--- src/jsu_pkg.sv ---
package jsu_pkg;

	localparam int MAX_BURST = 5;

	localparam logic [7:0] BACKSLASH = 8'h5C;
	localparam logic [7:0] CH_U      = 8'h75;

	localparam logic [23:0] EXT_LOW  = 24'h01F300;
	localparam logic [23:0] EXT_HIGH = 24'h01F64F;

	typedef enum logic [1:0] {
		PH_IDLE,
		PH_ESC,
		PH_HEX
	} phase_t;

	typedef struct packed {
		logic [2:0]      n;
		logic [3:0][7:0] b;
	} utf8_t;

	typedef struct packed {
		logic [2:0]                n;
		logic [MAX_BURST-1:0][7:0] bytes;
	} burst_t;

	typedef struct packed {
		logic       hit;
		logic [7:0] ch;
	} esc_t;

	typedef struct packed {
		logic full;
		logic avail;
	} qstat_t;

	localparam utf8_t UTF8_NONE = '{n: 3'd0, b: '0};

	function automatic logic [3:0] nibble(input logic [7:0] c);
		logic [7:0] d;
		begin
			if (c >= 8'h61)
				d = c - 8'h57;
			else if (c >= 8'h41)
				d = c - 8'h37;
			else if (c >= 8'h30)
				d = c - 8'h30;
			else
				d = c;
			return d[3:0];
		end
	endfunction

	function automatic logic is_hex(input logic [7:0] c);
		return (c >= 8'h30 && c <= 8'h39) || (c >= 8'h61 && c <= 8'h66) ||
			(c >= 8'h41 && c <= 8'h46);
	endfunction

	function automatic esc_t map_escape(input logic [7:0] c);
		esc_t r;
		begin
			r.hit = 1'b1;
			r.ch  = c;
			case (c)
				8'h30: r.ch = 8'h00;
				8'h6E: r.ch = 8'h0A;
				8'h72: r.ch = 8'h0D;
				8'h74: r.ch = 8'h09;
				8'h76: r.ch = 8'h0B;
				8'h61: r.ch = 8'h07;
				8'h62: r.ch = 8'h08;
				8'h66: r.ch = 8'h0C;
				8'h27, 8'h22, 8'h5C, 8'h2F: r.ch = c;
				default: r.hit = 1'b0;
			endcase
			return r;
		end
	endfunction

	function automatic utf8_t utf8_enc(input logic [20:0] v);
		utf8_t r;
		begin
			r.b = '0;
			if (v <= 21'h7F) begin
				r.n    = 3'd1;
				r.b[0] = v[7:0];
			end else if (v <= 21'h7FF) begin
				r.n    = 3'd2;
				r.b[0] = {3'b110, v[10:6]};
				r.b[1] = {2'b10, v[5:0]};
			end else if (v <= 21'hFFFF) begin
				r.n    = 3'd3;
				r.b[0] = {4'b1110, v[15:12]};
				r.b[1] = {2'b10, v[11:6]};
				r.b[2] = {2'b10, v[5:0]};
			end else begin
				r.n    = 3'd4;
				r.b[0] = {5'b11110, v[20:18]};
				r.b[1] = {2'b10, v[17:12]};
				r.b[2] = {2'b10, v[11:6]};
				r.b[3] = {2'b10, v[5:0]};
			end
			return r;
		end
	endfunction

	// encoded prefix, then up to two plain bytes
	function automatic burst_t append2(input utf8_t e, input logic [7:0] x, input logic hx,
		input logic [7:0] y, input logic hy);
		burst_t     r;
		logic [2:0] p;
		begin
			r.bytes = {8'h00, e.b};
			p       = e.n;
			if (hx) begin
				if (p < 3'(MAX_BURST))
					r.bytes[p] = x;
				p = p + 3'd1;
			end
			if (hy) begin
				if (p < 3'(MAX_BURST))
					r.bytes[p] = y;
				p = p + 3'd1;
			end
			r.n = p;
			return r;
		end
	endfunction

endpackage

--- src/jsu_ifs.sv ---
interface jsu_text_if;
	logic       valid;
	logic       ready;
	logic [7:0] in_byte;
	logic       in_last;

	modport source(output valid, in_byte, in_last, input ready);
	modport sink(input valid, in_byte, in_last, output ready);
endinterface

interface jsu_utf8_if;
	logic       valid;
	logic       ready;
	logic [7:0] out_byte;
	logic       out_last;

	modport source(output valid, out_byte, out_last, input ready);
	modport sink(input valid, out_byte, out_last, output ready);
endinterface

interface jsu_cfg_if;
	logic valid;
	logic ready;
	logic unicode_escapes;

	modport source(output valid, unicode_escapes, input ready);
	modport sink(input valid, unicode_escapes, output ready);
endinterface

--- src/jsu_front.sv ---
module jsu_front (
	input  logic             clk,
	input  logic             arst_n,
	jsu_text_if.sink         text,
	input  logic             uni,
	input  jsu_pkg::qstat_t  qstat,
	output logic             push,
	output jsu_pkg::burst_t  burst
);

	jsu_pkg::phase_t phase_q, phase_d;
	logic [2:0]      count_q, count_d;
	logic [7:0]      held_q [jsu_pkg::MAX_BURST];

	logic [7:0]      cur_byte;
	logic            last;
	logic            take;
	logic            bs;
	logic            keep_b;
	logic            hexb;
	logic [7:0]      c3;
	logic [15:0]     code16;
	logic [23:0]     v24;
	logic            ext;
	jsu_pkg::utf8_t  enc16;
	jsu_pkg::utf8_t  enc24;
	jsu_pkg::esc_t   m;

	assign text.ready = !qstat.full;
	assign take       = text.valid && !qstat.full;
	assign cur_byte   = text.in_byte;
	assign last       = text.in_last;
	assign bs         = (cur_byte == jsu_pkg::BACKSLASH);
	assign keep_b     = !(bs && !last);
	assign hexb       = jsu_pkg::is_hex(cur_byte);
	assign c3         = (count_q == 3'd3) ? cur_byte : held_q[3];
	assign code16     = {jsu_pkg::nibble(held_q[0]), jsu_pkg::nibble(held_q[1]),
		jsu_pkg::nibble(held_q[2]), jsu_pkg::nibble(c3)};
	assign v24        = {code16, jsu_pkg::nibble(held_q[4]), jsu_pkg::nibble(cur_byte)};
	assign ext        = hexb && (v24 >= jsu_pkg::EXT_LOW) && (v24 <= jsu_pkg::EXT_HIGH);
	assign enc16      = jsu_pkg::utf8_enc({5'd0, code16});
	assign enc24      = jsu_pkg::utf8_enc(v24[20:0]);
	assign m          = jsu_pkg::map_escape(cur_byte);
	assign push       = take && (burst.n != 3'd0);

	always_comb begin
		phase_d = phase_q;
		count_d = count_q;
		if (take) begin
			case (phase_q)
				jsu_pkg::PH_IDLE: begin
					phase_d = (bs && !last) ? jsu_pkg::PH_ESC : jsu_pkg::PH_IDLE;
				end
				jsu_pkg::PH_ESC: begin
					if (uni && cur_byte == jsu_pkg::CH_U && !last) begin
						phase_d = jsu_pkg::PH_HEX;
						count_d = 3'd0;
					end else begin
						phase_d = jsu_pkg::PH_IDLE;
					end
				end
				jsu_pkg::PH_HEX: begin
					if (count_q >= 3'd5) begin
						count_d = 3'd0;
						phase_d = (bs && !last) ? jsu_pkg::PH_ESC : jsu_pkg::PH_IDLE;
					end else begin
						count_d = count_q + 3'd1;
						if (count_q == 3'd4 && !hexb) begin
							count_d = 3'd0;
							phase_d = (bs && !last) ? jsu_pkg::PH_ESC : jsu_pkg::PH_IDLE;
						end
					end
				end
				default: begin
					phase_d = jsu_pkg::PH_IDLE;
					count_d = 3'd0;
				end
			endcase
			if (last) begin
				phase_d = jsu_pkg::PH_IDLE;
				count_d = 3'd0;
			end
		end
	end

	always_comb begin
		burst = '0;
		case (phase_q)
			jsu_pkg::PH_IDLE: begin
				burst = jsu_pkg::append2(jsu_pkg::UTF8_NONE, cur_byte, keep_b, 8'h00, 1'b0);
			end
			jsu_pkg::PH_ESC: begin
				if (uni && cur_byte == jsu_pkg::CH_U)
					burst = '0;
				else if (m.hit)
					burst = jsu_pkg::append2(jsu_pkg::UTF8_NONE, m.ch, 1'b1, 8'h00, 1'b0);
				else
					burst = jsu_pkg::append2(jsu_pkg::UTF8_NONE, jsu_pkg::BACKSLASH, 1'b1,
						cur_byte, 1'b1);
			end
			jsu_pkg::PH_HEX: begin
				case (count_q)
					3'd1: begin
						if (last)
							burst = jsu_pkg::append2(jsu_pkg::UTF8_NONE, cur_byte, 1'b1,
								8'h00, 1'b0);
					end
					3'd2: begin
						// short escape: second held char and this one run again as text
						if (last) begin
							if (held_q[1] != jsu_pkg::BACKSLASH)
								burst = jsu_pkg::append2(jsu_pkg::UTF8_NONE, held_q[1], 1'b1,
									cur_byte, 1'b1);
							else if (uni && cur_byte == jsu_pkg::CH_U)
								burst = '0;
							else if (m.hit)
								burst = jsu_pkg::append2(jsu_pkg::UTF8_NONE, m.ch, 1'b1,
									8'h00, 1'b0);
							else
								burst = jsu_pkg::append2(jsu_pkg::UTF8_NONE,
									jsu_pkg::BACKSLASH, 1'b1, cur_byte, 1'b1);
						end
					end
					3'd3: begin
						if (last)
							burst = jsu_pkg::append2(enc16, 8'h00, 1'b0, 8'h00, 1'b0);
					end
					3'd4: begin
						if (last || !hexb)
							burst = jsu_pkg::append2(enc16, cur_byte, keep_b, 8'h00, 1'b0);
					end
					3'd5: begin
						if (ext)
							burst = jsu_pkg::append2(enc24, 8'h00, 1'b0, 8'h00, 1'b0);
						else
							burst = jsu_pkg::append2(enc16, held_q[4], 1'b1, cur_byte, keep_b);
					end
					default: burst = '0;
				endcase
			end
			default: burst = '0;
		endcase
	end

	always_ff @(posedge clk or negedge arst_n) begin
		if (!arst_n) begin
			phase_q <= jsu_pkg::PH_IDLE;
			count_q <= 3'd0;
		end else begin
			phase_q <= phase_d;
			count_q <= count_d;
		end
	end

	always_ff @(posedge clk) begin
		if (take && phase_q == jsu_pkg::PH_HEX && count_q < 3'd5)
			held_q[count_q] <= cur_byte;
	end

endmodule

--- src/jsu_queue.sv ---
module jsu_queue #(
	parameter int DEPTH = 4
) (
	input  logic             clk,
	input  logic             arst_n,
	input  logic             push,
	input  jsu_pkg::burst_t  push_data,
	input  logic             pop,
	output jsu_pkg::qstat_t  qstat,
	output jsu_pkg::burst_t  head
);

	localparam int PW = (DEPTH > 1) ? $clog2(DEPTH) : 1;
	localparam int CW = $clog2(DEPTH + 1);

	jsu_pkg::burst_t entry_q [DEPTH];
	logic [PW-1:0]   wptr_q;
	logic [PW-1:0]   rptr_q;
	logic [CW-1:0]   count_q;

	assign qstat.full  = (count_q == CW'(DEPTH));
	assign qstat.avail = (count_q != '0);
	assign head        = entry_q[rptr_q];

	always_ff @(posedge clk or negedge arst_n) begin
		if (!arst_n) begin
			wptr_q  <= '0;
			rptr_q  <= '0;
			count_q <= '0;
		end else begin
			if (push)
				wptr_q <= (wptr_q == PW'(DEPTH - 1)) ? '0 : wptr_q + 1'b1;
			if (pop)
				rptr_q <= (rptr_q == PW'(DEPTH - 1)) ? '0 : rptr_q + 1'b1;
			if (push && !pop)
				count_q <= count_q + 1'b1;
			else if (pop && !push)
				count_q <= count_q - 1'b1;
		end
	end

	always_ff @(posedge clk) begin
		if (push)
			entry_q[wptr_q] <= push_data;
	end

endmodule

--- src/jsu_back.sv ---
module jsu_back (
	input  logic             clk,
	input  logic             arst_n,
	input  jsu_pkg::qstat_t  qstat,
	input  jsu_pkg::burst_t  head,
	output logic             pop,
	jsu_utf8_if.source       utf8
);

	logic       valid_q;
	logic [7:0] byte_q;
	logic       last_q;
	logic [2:0] idx_q;
	logic       load;
	logic       at_end;

	assign load   = !valid_q || utf8.ready;
	assign at_end = (idx_q == head.n - 3'd1);
	assign pop    = load && qstat.avail && at_end;

	assign utf8.valid    = valid_q;
	assign utf8.out_byte = byte_q;
	assign utf8.out_last = last_q;

	always_ff @(posedge clk or negedge arst_n) begin
		if (!arst_n) begin
			valid_q <= 1'b0;
			idx_q   <= 3'd0;
		end else if (load) begin
			valid_q <= qstat.avail;
			if (qstat.avail)
				idx_q <= at_end ? 3'd0 : idx_q + 3'd1;
		end
	end

	always_ff @(posedge clk) begin
		if (load && qstat.avail) begin
			byte_q <= head.bytes[idx_q];
			last_q <= at_end;
		end
	end

endmodule

--- src/json_string_unescape_utf8_core.sv ---
// Channel  Dir  Payload                      Transaction
// text     in   in_byte[7:0], in_last        text.valid && text.ready
// utf8     out  out_byte[7:0], out_last      utf8.valid && utf8.ready
// cfg      in   unicode_escapes              cfg.valid && cfg.ready (ready tied high)
//
// One text byte per cycle unless the burst queue is full; each byte yields zero to five
// output bytes, drained one per cycle while utf8.ready is high from a QUEUE_DEPTH-entry
// burst queue. Sustained input rate is one byte per cycle while each byte yields at
// most one output byte and utf8 is ready. Output bytes are registered in the burst queue and then in byte_q.
// text.ready drops only when the burst queue is full; utf8 stalls back up into it.
// Reset clears parser state, queue pointers, output valid and cfg.
module json_string_unescape_utf8_core #(
	parameter int QUEUE_DEPTH = 4
) (
	input logic          clk,
	input logic          arst_n,
	jsu_text_if.sink     text,
	jsu_utf8_if.source   utf8,
	jsu_cfg_if.sink      cfg
);

	logic            unicode_q;
	logic            push;
	logic            pop;
	jsu_pkg::burst_t burst;
	jsu_pkg::burst_t head;
	jsu_pkg::qstat_t qstat;

	assign cfg.ready = 1'b1;

	always_ff @(posedge clk or negedge arst_n) begin
		if (!arst_n)
			unicode_q <= 1'b0;
		else if (cfg.valid)
			unicode_q <= cfg.unicode_escapes;
	end

	jsu_front u_front (
		.clk    (clk),
		.arst_n (arst_n),
		.text   (text),
		.uni    (unicode_q),
		.qstat  (qstat),
		.push   (push),
		.burst  (burst)
	);

	jsu_queue #(
		.DEPTH (QUEUE_DEPTH)
	) u_queue (
		.clk       (clk),
		.arst_n    (arst_n),
		.push      (push),
		.push_data (burst),
		.pop       (pop),
		.qstat     (qstat),
		.head      (head)
	);

	jsu_back u_back (
		.clk    (clk),
		.arst_n (arst_n),
		.qstat  (qstat),
		.head   (head),
		.pop    (pop),
		.utf8   (utf8)
	);

endmodule

--- src/flat_wrapper.sv ---
// flat-port wrapper written by rule: the top's interface ports become plain ports
module json_string_unescape_utf8_core_flat 
#(
	parameter int QUEUE_DEPTH = 4
)
  (clk, arst_n, text_valid, text_in_byte, text_in_last, text_ready, utf8_valid, utf8_out_byte, utf8_out_last, utf8_ready, cfg_valid, cfg_unicode_escapes, cfg_ready);
  jsu_text_if text_i ();
  jsu_utf8_if utf8_i ();
  jsu_cfg_if cfg_i ();
  input logic clk;
  input logic arst_n;
  input wire logic [$bits(text_i.valid)-1:0] text_valid;
  input wire logic [$bits(text_i.in_byte)-1:0] text_in_byte;
  input wire logic [$bits(text_i.in_last)-1:0] text_in_last;
  output wire logic [$bits(text_i.ready)-1:0] text_ready;
  output wire logic [$bits(utf8_i.valid)-1:0] utf8_valid;
  output wire logic [$bits(utf8_i.out_byte)-1:0] utf8_out_byte;
  output wire logic [$bits(utf8_i.out_last)-1:0] utf8_out_last;
  input wire logic [$bits(utf8_i.ready)-1:0] utf8_ready;
  input wire logic [$bits(cfg_i.valid)-1:0] cfg_valid;
  input wire logic [$bits(cfg_i.unicode_escapes)-1:0] cfg_unicode_escapes;
  output wire logic [$bits(cfg_i.ready)-1:0] cfg_ready;
  assign text_i.valid = text_valid;
  assign text_i.in_byte = text_in_byte;
  assign text_i.in_last = text_in_last;
  assign text_ready = text_i.ready;
  assign utf8_valid = utf8_i.valid;
  assign utf8_out_byte = utf8_i.out_byte;
  assign utf8_out_last = utf8_i.out_last;
  assign utf8_i.ready = utf8_ready;
  assign cfg_i.valid = cfg_valid;
  assign cfg_i.unicode_escapes = cfg_unicode_escapes;
  assign cfg_ready = cfg_i.ready;
  json_string_unescape_utf8_core #(.QUEUE_DEPTH(QUEUE_DEPTH)) u_core (.clk(clk), .arst_n(arst_n), .text(text_i), .utf8(utf8_i), .cfg(cfg_i));
endmodule
--- config.mk ---
export PLATFORM = sky130hd
export DESIGN_NAME = json_string_unescape_utf8_core_flat
export DESIGN_NICKNAME = d
export VERILOG_FILES = /design/src/jsu_pkg.sv /design/src/jsu_ifs.sv /design/src/jsu_front.sv /design/src/jsu_queue.sv /design/src/jsu_back.sv /design/src/json_string_unescape_utf8_core.sv /design/src/flat_wrapper.sv
export SDC_FILE = /design/constraint.sdc
export NUM_CORES = 1
export LEC_CHECK = 0
export ABC_CLOCK_PERIOD_IN_PS = 17900
export BUFFER_PORTS_ARGS = -buffer_cell sky130_fd_sc_hd__buf_4
export CAP_MARGIN = 15
export CORE_UTILIZATION = 50
export CTS_CLUSTER_DIAMETER = 30
export DETAILED_ROUTE_END_ITERATION = 10
export PLACE_DENSITY = 0.74
export SYNTH_ARGS = -nofsm -noshare
export SYNTH_HDL_FRONTEND = slang
export SYNTH_SLANG_ARGS = --single-unit
--- constraint.sdc ---
create_clock -name clk -period 17.9 [get_ports clk]
set_input_delay 3.58 -clock clk [delete_from_list [all_inputs] [get_ports clk]]
set_output_delay 3.58 -clock clk [all_outputs]
set_load 0.05 [all_outputs]
---- Word level (Yosys, flattened, before mapping) ----
Memory sizes are Yosys's and may differ from the RTL's.
Index checks and enable logic that the tools add are counted.
storage, ports and cells
  register bits ........................... 26
  bits in writable memories ............... 212
  memories ................................ 2
operators by class
  add/subtract/negate cells ............... 30
  magnitude comparators ................... 46
  equality and inequality tests ........... 28
  multiplexer cells ....................... 126
  reduce and logical (&&, ||, !) cells .... 40
memory list
  memory                  depth  bits a word  rd ports  clocked after memory_dff  wr ports  line             text
  u_core.u_queue.entry_q  4      43           1         0                         1         jsu_queue.sv:16  jsu_pkg::burst_t entry_q [DEPTH];
  u_core.u_front.held_q   5      8            5         0                         1         jsu_front.sv:13  logic [7:0] held_q [jsu_pkg::MAX_BURST];
operator list
  operator                                                             count
  two-way mux 40 bit                                                   11
  two-way mux 43 bit                                                   9
  bitwise mux 40 bit                                                   6
  one-hot mux 43 bit (5 select lines)                                  1
  two-way mux 8 bit                                                    23
  one-hot mux 43 bit (3 select lines)                                  1
  demux 8 bit (select 3 bit)                                           5
  greater-or-equal comparator 8 x 7 -> 1 bit, second input constant    12
  two-way mux 3 bit                                                    27
  == test 8 x 7 -> 1 bit, second input constant                        9
  two-way mux 4 bit                                                    18
  one-hot mux 8 bit (8 select lines)                                   1
  greater-or-equal comparator 8 x 6 -> 1 bit, second input constant    6
  two-way mux 16 bit                                                   3
  subtractor 4 x 3 -> 4 bit, second input constant                     12
  two-way mux 41 bit                                                   1
  == test 8 x 6 -> 1 bit, second input constant                        4
  adder 3 x 1 -> 3 bit, second input constant                          8
  binary-select mux 8 bit (select 3 bit)                               1
  greater-or-equal comparator 24 x 17 -> 1 bit, second input constant  1
  <= comparator 24 x 17 -> 1 bit, second input constant                1
  less-than comparator 3 x 4 -> 1 bit, second input constant           6
  two-way mux 24 bit                                                   1
  subtractor 4 x 1 -> 4 bit, second input constant                     6
  37 further kinds                                                     97

---- Depth between registers and ports, before layout ----
Gate-level depths: netlist of run 1.
  depth in word-level cells ............... 30
  depth in mapped cells ................... 18
  depth with buffers taken out ............ 16

---- By module ----
A second synthesis of run 1 with hierarchy kept.
unflattened totals
  cell total of the unflattened synthesis .. 981
  area total of the unflattened synthesis .. 12771.0 um^2
by module, submodules not included
  module                          instances  cells an instance  area an instance (um^2)  seq. area each (um^2)
  jsu_queue                       1          262                6678.9                   5340.1
  jsu_front                       1          641                5148.7                   1326.3
  jsu_back                        1          74                 892.1                    370.4
  json_string_unescape_utf8_core  1          4                  51.3                     25.0

---- Worst setup path after synthesis of run 1 ----
Ideal clock, no wire load.
  kind .................................... input-to-reg
  from .................................... in text_in_byte[0]
  to ...................................... mem u_core.u_queue.entry_q[0][0] (netlist bit), enable pin
  library setup time ...................... 506 ps
  arrival time ............................ 9010 ps
  path slack .............................. 8384 ps
  stages on the path ...................... 12
  buffers on the path ..................... 2
  path through ............................ clkbuf_1 inv_1 ha_1 clkbuf_1 nor3b_1 o21ai_0 nand2_1 o41ai_1 nand2_1 o311ai_1 nor4_2 nor3b_1
on the way
  cells in the longest elaborated chain, start to end .. 21
ends and longest elaborated chain
  item                                                                                     line                          text
  start: declaration                                                                       flat_wrapper.sv:13            input wire logic [$bits(text_i.in_byte)-1:0] text_in_byte;
  two-way mux 8 bit                                                                        jsu_front.sv:36               assign c3 = (count_q == 3'd3) ? cur_byte : held_q[3];
  greater-or-equal comparator 8 x 6 -> 1 bit or subtractor 4 x 1 -> 4 bit (tied branches)  jsu_pkg.sv:46, jsu_pkg.sv:47
  two-way mux 4 bit                                                                        jsu_pkg.sv:46                 else if (c >= 8'h30)
  two-way mux 4 bit                                                                        jsu_pkg.sv:44                 else if (c >= 8'h41)
  two-way mux 4 bit                                                                        jsu_pkg.sv:42                 if (c >= 8'h61)
  <= comparator 16 x 11 -> 1 bit                                                           jsu_pkg.sv:87                 end else if (v <= 21'h7FF) begin
  two-way mux 1 bit                                                                        jsu_pkg.sv:87
  two-way mux 3 bit                                                                        jsu_pkg.sv:84                 if (v <= 21'h7F) begin
  [... 5 more ...]                                                                         n/a
  two-way mux 3 bit                                                                        jsu_pkg.sv:120                if (hy) begin
  two-way mux 43 bit                                                                       jsu_front.sv:133              if (ext)
  one-hot mux 43 bit (5 select lines)                                                      jsu_front.sv:102              case (count_q)
  one-hot mux 43 bit (3 select lines) (*)                                                  jsu_front.sv:88               case (phase_q)
  nonzero test 3 bit (*)                                                                   jsu_front.sv:44               assign push = take && (burst.n != 3'd0);
  logical AND 1 bit (*)                                                                    jsu_front.sv:44
  two-way mux 1 bit (*)                                                                    jsu_queue.sv:43               if (push)
  two-way mux 1 bit (implied by the code) (*)                                              jsu_queue.sv:44               entry_q[wptr_q] <= push_data;
  end: declaration                                                                         jsu_queue.sv:16
Mark *: on every way between the ends. The rest lies on a longest branch, timed or not. The select of a mux whose other input is x is not followed.

---- Worst setup path in the final report of run 1 ----
  from .................................... in text_in_byte[0]
  to ...................................... reg u_core.u_queue.count_q[1]
on the way
  cells in the longest elaborated chain, start to end .. 22
ends and longest elaborated chain
  item                                                                                     line                                  text
  two-way mux 8 bit                                                                        jsu_front.sv:36
  greater-or-equal comparator 8 x 6 -> 1 bit or subtractor 4 x 1 -> 4 bit (tied branches)  jsu_pkg.sv:46, jsu_pkg.sv:47
  two-way mux 4 bit                                                                        jsu_pkg.sv:46
  two-way mux 4 bit                                                                        jsu_pkg.sv:44
  two-way mux 4 bit                                                                        jsu_pkg.sv:42
  <= comparator 16 x 11 -> 1 bit                                                           jsu_pkg.sv:87
  two-way mux 1 bit                                                                        jsu_pkg.sv:87
  two-way mux 3 bit                                                                        jsu_pkg.sv:84
  [... 7 more ...]                                                                         n/a
  one-hot mux 43 bit (5 select lines)                                                      jsu_front.sv:102
  one-hot mux 43 bit (3 select lines) (*)                                                  jsu_front.sv:88
  nonzero test 3 bit (*)                                                                   jsu_front.sv:44
  logical AND 1 bit (*)                                                                    jsu_front.sv:44
  via u_core.push                                                                          json_string_unescape_utf8_core.sv:23  logic push;
  zero test 1 bit                                                                          jsu_queue.sv:37                       else if (pop && !push)
  logical AND 1 bit                                                                        jsu_queue.sv:37
  nonzero test 2 bit (no line)                                                             n/a
  end signal: assignment                                                                   jsu_queue.sv:36                       count_q <= count_q + 1'b1;
  end signal: assignment                                                                   jsu_queue.sv:38                       count_q <= count_q - 1'b1;
  end: declaration                                                                         jsu_queue.sv:19                       logic [CW-1:0] count_q;
The timed path passes the listed nets; every way through them passes the cells marked *. The select of a mux whose other input is x is not followed.
A chain may end at the register's enable or synchronous reset.

==> flow_summary_export.csv, run 1 <==
group,metric,value,unit
outcome,status,"completed",
critical_path,cp.depth,14,
timing,slew_viol_final,0,
critical_path,crit_chain,"buf_4 -> inv_1 -> ha_1 -> and4b_1 -> nand4b_1 -> o211a_1 -> o311ai_2 -> o311ai_1 -> nor4_2 -> nor2_1 -> ha_1 -> inv_1 -> fa_1 -> mux2_2",
power,ir_drop,0.0001811,V
power,clockPowerShare,0.389,
finish,drive_gt1_frac,0.1741,
critical_path,crit_start,"text_in_byte[0]",
global_route,grt_util_all_layers,0.2630,
critical_path,endpoint_kind,"flop",
critical_path,crit_family,"simple AND/OR/NAND/NOR gates",
critical_path,critPathMaxStageDelay,0.61,ns
critical_path,criticalPathCategory,"in -> reg",
critical_path,required,18.31,ns
synth,synthCells,1022,
global_route,grt_max_degree,47,
hold_path,whs_path_depth,2,
clock_tree,insertion_delay,0.54,ns
global_route,grt_pass1_vias,8671,
clock_tree,postCtsHoldBufs,0,
global_route,grt.overflow.total,0,
place,gp_congestion,0.9714,
clock_tree,numCtsBuffers,40,
place,port_buffers,25,
hold_path,worstHoldStart,"u_core.u_back.utf8.valid$_DFFE_PN0N_",
finish,utilization,0.5945,
critical_path,crit_path_max_fanout,24,
global_route,grt_pass1_wl,51430,um
place,hpwl,22040,um
power,p_seq_frac,0.381,
floorplan,ios,27,
synth,synth_edf_count,221,
finish,area_growth,15.31,%
power,internal-power,1.430,mW
critical_path,critPathArrivalTime,7.78,ns
timing,hold_slack,0.4884,ns
floorplan,die_y,161.3,um
detailed_routing,via_count,9159,
critical_path,timing.rr.start,"u_core.u_front.held_q[1][1]$_DFFE_PP_",
finish,antenna_cells,0,
synth,yosysSeqAreaShare,0.5567,
floorplan,fp.dieArea,0.02601,sq mm
flow_run,drv_cap,0,
synth,async_flop_share,0.07143,
timing,fin_crit,7.366,ns
detailed_routing,drt-pass1-iter-count,5,
power,p_per_area,138.3,mW/mm^2
finish,multiInputGateArea,0.005296,sq mm
clock_tree,ctsResizeCount,0,
detailed_routing,drt_wl_total,33910,um
detailed_routing,ant_nets,0,
critical_path,path_buf_inv,3,
synth,synth.largest_area_cell,"edfxtp_1",
power,swShare,0.2931,
synth,syn-cell-area,0.01268,sq mm
detailed_routing,drt_iter0_markers,1044,
floorplan,initial_utilization,0.5155,
synth,synthFlopType,"edfxtp_1",
timing,worst_pin_slew,1.010,ns
synth,syn_nets,1074,
synth,avgSynthCellArea,12.41,sq um
timing,finalHoldViolCount,0,
clock_tree,clock_path_buffers,3,
finish,nFillCells,1926,
clock_tree,htreeDepth,2,
synth,yosysWarnings,0,
timing,fmax,135.7,MHz
critical_path,critPathLaunchType,"input port",
synth,yosysTopAreaCellShare,0.5232,
timing,period_share,0.4115,
timing,finalClockSkew,0.02255,ns
synth,synth_cell_types,79,
synth,ys_ff_latch,238,
clock_tree,cts_tree,"done",
power,power.switching,593.1,uW
timing,rsz0062_at_grt,"false",
finish,nets,1101,
critical_path,r2r_cells,14,
clock_tree,clock_sinks,238,
hold_path,hp-class,"reg -> reg",
finish,register_area,0.007064,sq mm
detailed_routing,via_per_inst,6.524,
detailed_routing,drcViolationCount,0,
timing,setup_slack,10.53,ns
place,place_ws,10.04,ns
power,pwr-share-comb,0.230,
clock_tree,cts_root_buf,"clkbuf_16",
timing,tns,0,ns
floorplan,rows,57,
synth,ys_top_cells_by_area,"edfxtp_1, mux4_2, ha_1",
floorplan,coreArea,0.02460,sq mm
floorplan,fp.dieW,161.3,um
timing,relSlewSlack,0.3203,
power,p_leak,5.082,nW
timing,setup_violations,0,
global_route,antenna_found_initial,0,
critical_path,slowest_stage,"nor4_2",
clock_tree,post_cts_buffers,0,
clock_tree,clk_pin_slew,0.05,ns
detailed_routing,wire_per_inst,24.15,um
-- synth_stat cells, drive strengths merged, types with 6 or more instances --
library cell and count:
mux4 43, edfxtp 221, xor2 6, a211oi 6
nand2 82, o21ai 56, nor3b 10, a221oi 10
inv 30, and2 23, buf 11, mux2i 31
dfrtp 17, nor2 82, a32o 7, nand3 25
and3 7, a21oi 50, nor4 10, nor3 24
o22ai 10, o211ai 9, a31oi 7, xnor2 12
ha 36, o31ai 6, a21o 10, clkbuf 49
a32oi 6, a22oi 11, mux2 7
-- path summary, 6_finish.rpt --
check | to | slack [ns]
worst max-delay path | u_core.u_queue.count_q[1]$_DFFE_PN0P_ | 10.53
worst min-delay path | u_core.u_back.utf8.valid$_DFFE_PN0N_ | 0.49
worst max register to register | u_core.u_queue.count_q[1]$_DFFE_PN0P_ | 12.35
worst min register to register | u_core.u_back.utf8.valid$_DFFE_PN0N_ | 0.49
max in group asynchronous | u_core.u_queue.rptr_q[0]$_DFFE_PN0P_ | 14.75
min in group asynchronous | u_core.unicode_q$_DFFE_PN0P_ | 2.92
-- layout by cell type, fill, tap and decap left out, drive strengths merged, types with 6 or more instances in the layout --
master  count
edfxtp    221
nand2      82
nor2       82
o21ai      56
a21oi      50
clkbuf     46
buf        45
mux4       43
inv        38
ha         36
mux2i      31
nand3      25
nor3       24
and2       23
dfrtp      17
xnor2      12
a22oi      11
a21o       10
o22ai      10
a221oi     10
nor4       10
nor3b      10
clkinv     10
o211ai      9
mux2        7
a31oi       7
and3        7
a32o        7
xor2        6
a211oi      6
a32oi       6
o31ai       6
bufinv      6
-- worst min-delay path, cell delays in order (launching register included) --
cell     delay [ns]
dfrtp_1        0.35
nand2_1        0.05
nand2_1        0.05
-- per-stage QoR --
step	area, sq um	power, mW	std cells
CTS	14630	2.045	1404
finish	14630	2.024	1404
global placement	13220	1.234	1331
floorplan	12680	1.124	1022
detailed placement	13220	1.247	1331
global route	14630	2.107	1404
-- power by group through the flow --
stage	Sequential [mW]	Clock [mW]	Combinational (mW)
detailed placement	0.779	0	0.467
global route	0.779	0.820	0.507
global placement	0.773	0	0.461
CTS	0.772	0.797	0.475
finish	0.771	0.787	0.466
floorplan	0.805	0	0.319
-- state kept, by name (all words and copies together), names as in the netlist --
register,flops
u_core.u_queue.entry_q,172
u_core.u_front.held_q,40
u_core.u_back.utf8.out_byte,8
u_core.u_back.idx_q,3
u_core.u_front.count_q,3
u_core.u_queue.count_q,3
u_core.u_front.phase_q,2
u_core.u_queue.rptr_q,2
u_core.u_queue.wptr_q,2
u_core.u_back.utf8.out_last,1
u_core.u_back.utf8.valid,1
u_core.unicode_q,1
-- cell families (layout without fill, tap and decap cells) --
group                      after synthesis  count (layout)  synth area share
other                                    1               1         0.0002956
xor gates and xnor gates                18              18           0.01243
AOI/OAI and AO/OA                      254             254            0.1389
and+or+nand+nor                        303             303            0.1199
DFF                                    238             238            0.5567
buffers and inverters                   90             148           0.02762
muxes                                   81              81            0.1070
adders and majority gates               37              37           0.03709
-- routing by layer --
layer / wire [um] / GRT usage
met1: 13850 / 0.3605
met2: 15320 / 0.4093
met3: 3259 / 0.05650
met4: 1475 / 0.1068
met5: 0 / 0
-- layout make-up --
cell class                      instances  share of cell area
Timing Repair Buffer                   45             0.02310
Tap cell                              324             0.02772
Clock buffer                           46             0.07066
Inverter                               30            0.007699
Sequential cell                       238              0.4830
Multi-Input combinational cell        694              0.3621
Clock inverter                         27             0.02575
Power figures use the tool's default switching activity.
==> run 2, diff against run 1 <==
- ABC_CLOCK_PERIOD_IN_PS: 17900 -> 5900
- PLACE_DENSITY: 0.74 -> 0.76
- clock period: 17.9 -> 5.9 ns (I/O delays scaled with it)
==> run 2 against run 1 <==
Effect of this change:
- utilization increased by 0.35 points
- sequential power increased to 3.1 times the previous value
- first-iteration DRC count increased by 5.0%
- clock power increased to 3.1 times the previous value
- combinational power increased to 3.0 times the previous value
- register-to-register slack got worse by 11 ns
- critical path type is now reg -> reg
- clock skew decreased by 0.015 ns
- highest routed layer unchanged
- design area increased by 0.58%
==> flow_summary_export.csv, run 2 (same netlist as run 1, synthesis figures left out) <==
group,metric,value,unit
outcome,status,"completed",
critical_path,critPathLaunchType,"flop",
detailed_routing,wl_met2,16010,um
timing,hold_slack,0.4940,ns
timing,relSlewSlack,0.2650,
floorplan,rows,57,
detailed_routing,via_count,9292,
detailed_routing,drt_iter0_markers,1096,
place,port_buffers,25,
place,gp_congestion,0.9785,
global_route,grt_util_all_layers,0.2732,
finish,nets,1108,
floorplan,ios,27,
clock_tree,insertion_delay,0.53,ns
detailed_routing,drt-pass1-iter-count,7,
critical_path,required,6.31,ns
place,place_ws,0.6321,ns
floorplan,coreArea,0.02460,sq mm
finish,utilization,0.5979,
timing,tns,0,ns
global_route,grt_pass1_vias,9050,
place,hpwl,22530,um
finish,top_register,"u_core.u_queue.entry_q",
detailed_routing,via_per_inst,6.576,
timing,slew_viol_final,0,
clock_tree,clock_path_buffers,3,
detailed_routing,ant_nets,0,
clock_tree,htreeDepth,2,
detailed_routing,wire_per_inst,24.73,um
flow_run,drv_cap,0,
timing,period_share,0.8458,
global_route,antenna_found_initial,0,
timing,finalClockSkew,0.007857,ns
critical_path,endpoint_kind,"flop",
global_route,grt_max_degree,44,
power,ir_drop,0.0003095,V
finish,mostFrequentLayoutCell,"edfxtp_1",
floorplan,die_y,161.3,um
power,p_per_area,420.0,mW/mm^2
timing,worst_pin_slew,1.098,ns
finish,largest_reg_flops,172,
clock_tree,clk_pin_slew,0.05,ns
finish,nFillCells,1919,
floorplan,initial_utilization,0.5155,
clock_tree,cts_root_buf,"clkbuf_16",
detailed_routing,wl_met3,3190,um
global_route,grt_pass1_wl,53540,um
hold_path,hp-class,"reg -> reg",
detailed_routing,topRoutingLayerUsed,"met4",
floorplan,fp.dieW,161.3,um
critical_path,crit_path_max_fanout,8,
clock_tree,cts_tree,"done",
finish,final_cell_mix,"edfxtp_1, nand2_1, nor2_1",
finish,area_growth,15.98,%
detailed_routing,drt_wl_total,34950,um
critical_path,criticalPathCategory,"reg -> reg",
clock_tree,clock_sinks,238,
detailed_routing,wl_met1,14000,um
power,power,6.179,mW
critical_path,critPathArrivalTime,5.40,ns
timing,fin_crit,4.990,ns
finish,drive_gt1_frac,0.1791,
timing,rsz0062_at_grt,"false",
clock_tree,postCtsHoldBufs,0,
timing,finalHoldViolCount,0,
clock_tree,ctsResizeCount,0,
finish,antenna_cells,0,
clock_tree,numCtsBuffers,41,
floorplan,fp.dieArea,0.02601,sq mm
detailed_routing,drcViolationCount,0,
global_route,grt.overflow.total,0,
clock_tree,post_cts_buffers,0,
timing,setup_violations,0,
power,p_leak,5.120,nW
timing,setup_slack,0.9095,ns
timing,fmax,200.4,MHz
-- run 2: report_power, final --
part | internal [mW] | switching [mW] | total [mW] | leakage, nW
clock | 1.58 | 0.837 | 2.42 | 0.687
combinational | 0.586 | 0.802 | 1.39 | 2.22
sequential | 2.21 | 0.168 | 2.37 | 2.21
-- run 2: critical path: stages, from the launching register on --
cell      delay [ns]
edfxtp_1        0.51
inv_1           0.12
ha_1            0.21
nor3b_2         0.18
a21oi_1         0.43
mux2i_1         0.47
or4_1           0.50
nand2_1         0.25
buf_4           0.23
a221o_1         0.37
nor4_2          0.50
nor2_1          0.12
ha_1            0.23
inv_1           0.08
fa_1            0.39
mux2_2          0.27
-- run 2: metal layers --
metal | vias up | track usage
li1 | 4079 | -
met1 | 4519 | 0.3679
met2 | 544 | 0.4222
met3 | 150 | 0.06086
met4 | 0 | 0.1295
met5 | - | 0
-- run 2: per-stage QoR --
stage	std cells	instance area, sq um
after floorplan	1022	12680
after global placement	1337	13270
after detailed placement	1337	13270
after CTS	1413	14710
after global routing	1413	14710
final	1413	14710
-- run 2: final cells by class --
cell class | count | area (sq um) | share of cell area
flip-flops and latches | 238 | 7064 | 0.4802
multi-input cells | 694 | 5296 | 0.3600
clock buffers | 43 | 1055 | 0.07170
well taps | 324 | 405.4 | 0.02756
repair buffers | 51 | 395.4 | 0.02688
clock inverters | 33 | 382.9 | 0.02602
inverters | 30 | 112.6 | 0.007654
-- run 2: path summary, 6_finish.rpt --
kind | from | end | slack, ns | cells after the start
worst max-delay path | u_core.u_front.held_q[1][0]$_DFFE_PP_ | u_core.u_queue.count_q[1]$_DFFE_PN0P_ | 0.91 | 15
worst min-delay path | u_core.u_back.utf8.valid$_DFFE_PN0N_ | u_core.u_back.utf8.valid$_DFFE_PN0N_ | 0.49 | 2
worst max register to register | u_core.u_front.held_q[1][0]$_DFFE_PP_ | u_core.u_queue.count_q[1]$_DFFE_PN0P_ | 0.91 | 15
worst min register to register | u_core.u_back.utf8.valid$_DFFE_PN0N_ | u_core.u_back.utf8.valid$_DFFE_PN0N_ | 0.49 | 2
max in group asynchronous | arst_n | u_core.u_queue.rptr_q[1]$_DFFE_PN0P_ | 5.17 | 1
min in group asynchronous | arst_n | u_core.u_back.idx_q[2]$_DFFE_PN0P_ | 0.51 | 1
==> run 3, diff against run 2 <==
- ABC_CLOCK_PERIOD_IN_PS: 5900 -> 4300
- clock period: 5.9 -> 4.3 ns (I/O delays scaled with it)
==> run 3 against run 2 <==
Effect of this change:
- total power rose by 46%
- first-iteration DRC count shrank 22%
- maximum frequency rose by 20%
- combinational power up 46%
- routed wire length increased by 0.50%
- worst setup slack worse by 0.75 ns
- via count up 1.8%
- critical path depth increased by 1
- non-clock buffer count rose by 56
- cell count increased by 4.7%
- largest power group unchanged
==> flow_summary_export.csv, run 3 (same netlist as run 1, synthesis figures left out) <==
group,metric,value,unit
clock_tree,htreeDepth,2,
timing,fin_crit,4.143,ns
floorplan,ios,27,
critical_path,endpoint_kind,"flop",
finish,drive_gt1_frac,0.2364,
floorplan,die_y,161.3,um
finish,finalInstanceArea,0.01552,sq mm
power,p_per_area,581.8,mW/mm^2
clock_tree,clock_sinks,238,
finish,mostFrequentLayoutCell,"edfxtp_1",
floorplan,coreArea,0.02460,sq mm
global_route,grt_max_degree,44,
critical_path,critical_path.most_common_cell,"buf_4",
floorplan,rows,57,
timing,fmax,241.4,MHz
finish,area_growth,22.33,%
critical_path,path_buf_inv,5,
global_route,grt_pass1_wl,54480,um
place,port_buffers,25,
place,gp_congestion,0.9849,
clock_tree,cts_root_buf,"clkbuf_16",
timing,tns,0,ns
critical_path,crit_family,"compound AO/OA/AOI/OAI gates",
critical_path,r2r_cells,16,
critical_path,r2r_setup_slack,0.16,ns
clock_tree,clk_pin_slew,0.05,ns
power,p_leak,5.578,nW
timing,setup_violations,0,
global_route,use_met2,0.4395,
detailed_routing,drcViolationCount,0,
place,placed_cell_area,0.01382,sq mm
critical_path,crit_path_max_fanout,10,
finish,nFillCells,1821,
timing,period_share,0.9634,
critical_path,crit_chain,"ha_1 -> ha_2 -> mux2i_1 -> inv_1 -> buf_4 -> ha_1 -> a21boi_0 -> or3_1 -> a21oi_1 -> o32ai_1 -> buf_4 -> nand4b_1 -> buf_4 -> o31a_1 -> a221oi_2 -> buf_4",
detailed_routing,ant_nets,0,
clock_tree,postCtsHoldBufs,0,
critical_path,criticalPathCategory,"reg -> reg",
timing,worst_pin_slew,0.9957,ns
global_route,grt_use_met3,0.04674,
floorplan,initial_utilization,0.5155,
finish,final_cell_mix,"edfxtp_1, buf_4, nand2_1",
detailed_routing,drt-pass1-iter-count,6,
outcome,status,"completed",
critical_path,required,4.72,ns
critical_path,cp.depth,16,
clock_tree,insertion_delay,0.56,ns
flow_run,drv_cap,0,
detailed_routing,drt_wl_total,35120,um
timing,relSlewSlack,0.3301,
finish,top_register,"u_core.u_queue.entry_q",
global_route,antenna_found_initial,0,
timing,finalClockSkew,0.02688,ns
critical_path,slowest_stage,"a221oi_2",
global_route,grt.met1_usage,0.3749,
global_route,grt.overflow.total,0,
global_route,grt_busiest_layer,"met2",
clock_tree,numCtsBuffers,46,
power,power,9.028,mW
finish,antenna_cells,0,
critical_path,critPathMaxStageDelay,0.38,ns
hold_path,hp-class,"in -> async",
floorplan,fp.dieW,161.3,um
detailed_routing,via_count,9460,
critical_path,critPathLaunchType,"flop",
detailed_routing,wire_per_inst,23.75,um
clock_tree,post_cts_buffers,0,
finish,largest_reg_flops,172,
floorplan,fp.dieArea,0.02601,sq mm
place,hpwl,23440,um
power,ir_drop,0.0004607,V
critical_path,critPathArrivalTime,4.56,ns
detailed_routing,via_per_inst,6.396,
finish,nets,1169,
detailed_routing,drt_iter0_markers,857,
global_route,grt_util_all_layers,0.2764,
timing,finalHoldViolCount,0,
global_route,grt_pass1_vias,9345,
clock_tree,clock_path_buffers,3,
timing,rsz0062_at_grt,"false",
clock_tree,cts_tree,"done",
timing,slew_viol_final,0,
## run 3: path summary, 6_finish.rpt
kind,start,endpoint
setup / recovery,u_core.u_front.count_q[1]$_DFFE_PN0P_,u_core.u_queue.entry_q[2][17]$_DFFE_PP_
hold / removal,arst_n,u_core.u_back.utf8.valid$_DFFE_PN0N_
setup reg to reg,u_core.u_front.count_q[1]$_DFFE_PN0P_,u_core.u_queue.entry_q[2][17]$_DFFE_PP_
hold reg to reg,u_core.u_queue.count_q[2]$_DFFE_PN0P_,u_core.u_queue.count_q[2]$_DFFE_PN0P_
max in group asynchronous,arst_n,u_core.u_front.count_q[1]$_DFFE_PN0P_
min in group clk,u_core.u_queue.count_q[2]$_DFFE_PN0P_,u_core.u_queue.count_q[2]$_DFFE_PN0P_
## run 3: repair_timing
item	in CTS	in global routing
gates cloned	0	0
endpoints found under the setup margin	4	32
gates resized for setup	1	2
## run 3: metrics by stage
step	hold WS (ns)	utilization	std cells	worst slack (ns)
final	0.1641	0.6307	1479	0.1573
after detailed placement	0.4898	0.5618	1393	-0.05061
after CTS	0.1632	0.6304	1479	0.1086
after global placement	0.4799	0.5618	1393	0.04988
after global routing	0.1698	0.6307	1479	0.03515
after floorplan	0.4636	-	1022	0.01140
## run 3: power by group
| group | leakage [nW] | internal [mW] | switching (mW) |
|---|---|---|---|
| Sequential | 2.21 | 3.02 | 0.162 |
| Combinational | 2.56 | 0.858 | 1.18 |
| Clock | 0.803 | 2.54 | 1.27 |
## run 3: cell type report
class,count,area [sq um],area share
multi-input combinational,694,5399,0.3479
clock buffer,50,1166,0.07515
clock inverter,36,516.7,0.03330
inverter,30,112.6,0.007257
sequential,238,7064,0.4552
timing repair buffer,107,853.3,0.05499
tap,324,405.4,0.02612
## run 3: routing by layer
layer | wire length [um] | share of wire
met1 | 14210 | 0.40
met4 | 1530 | 0.044
met3 | 2959 | 0.084
met2 | 16430 | 0.47
met5 | 0 | 0
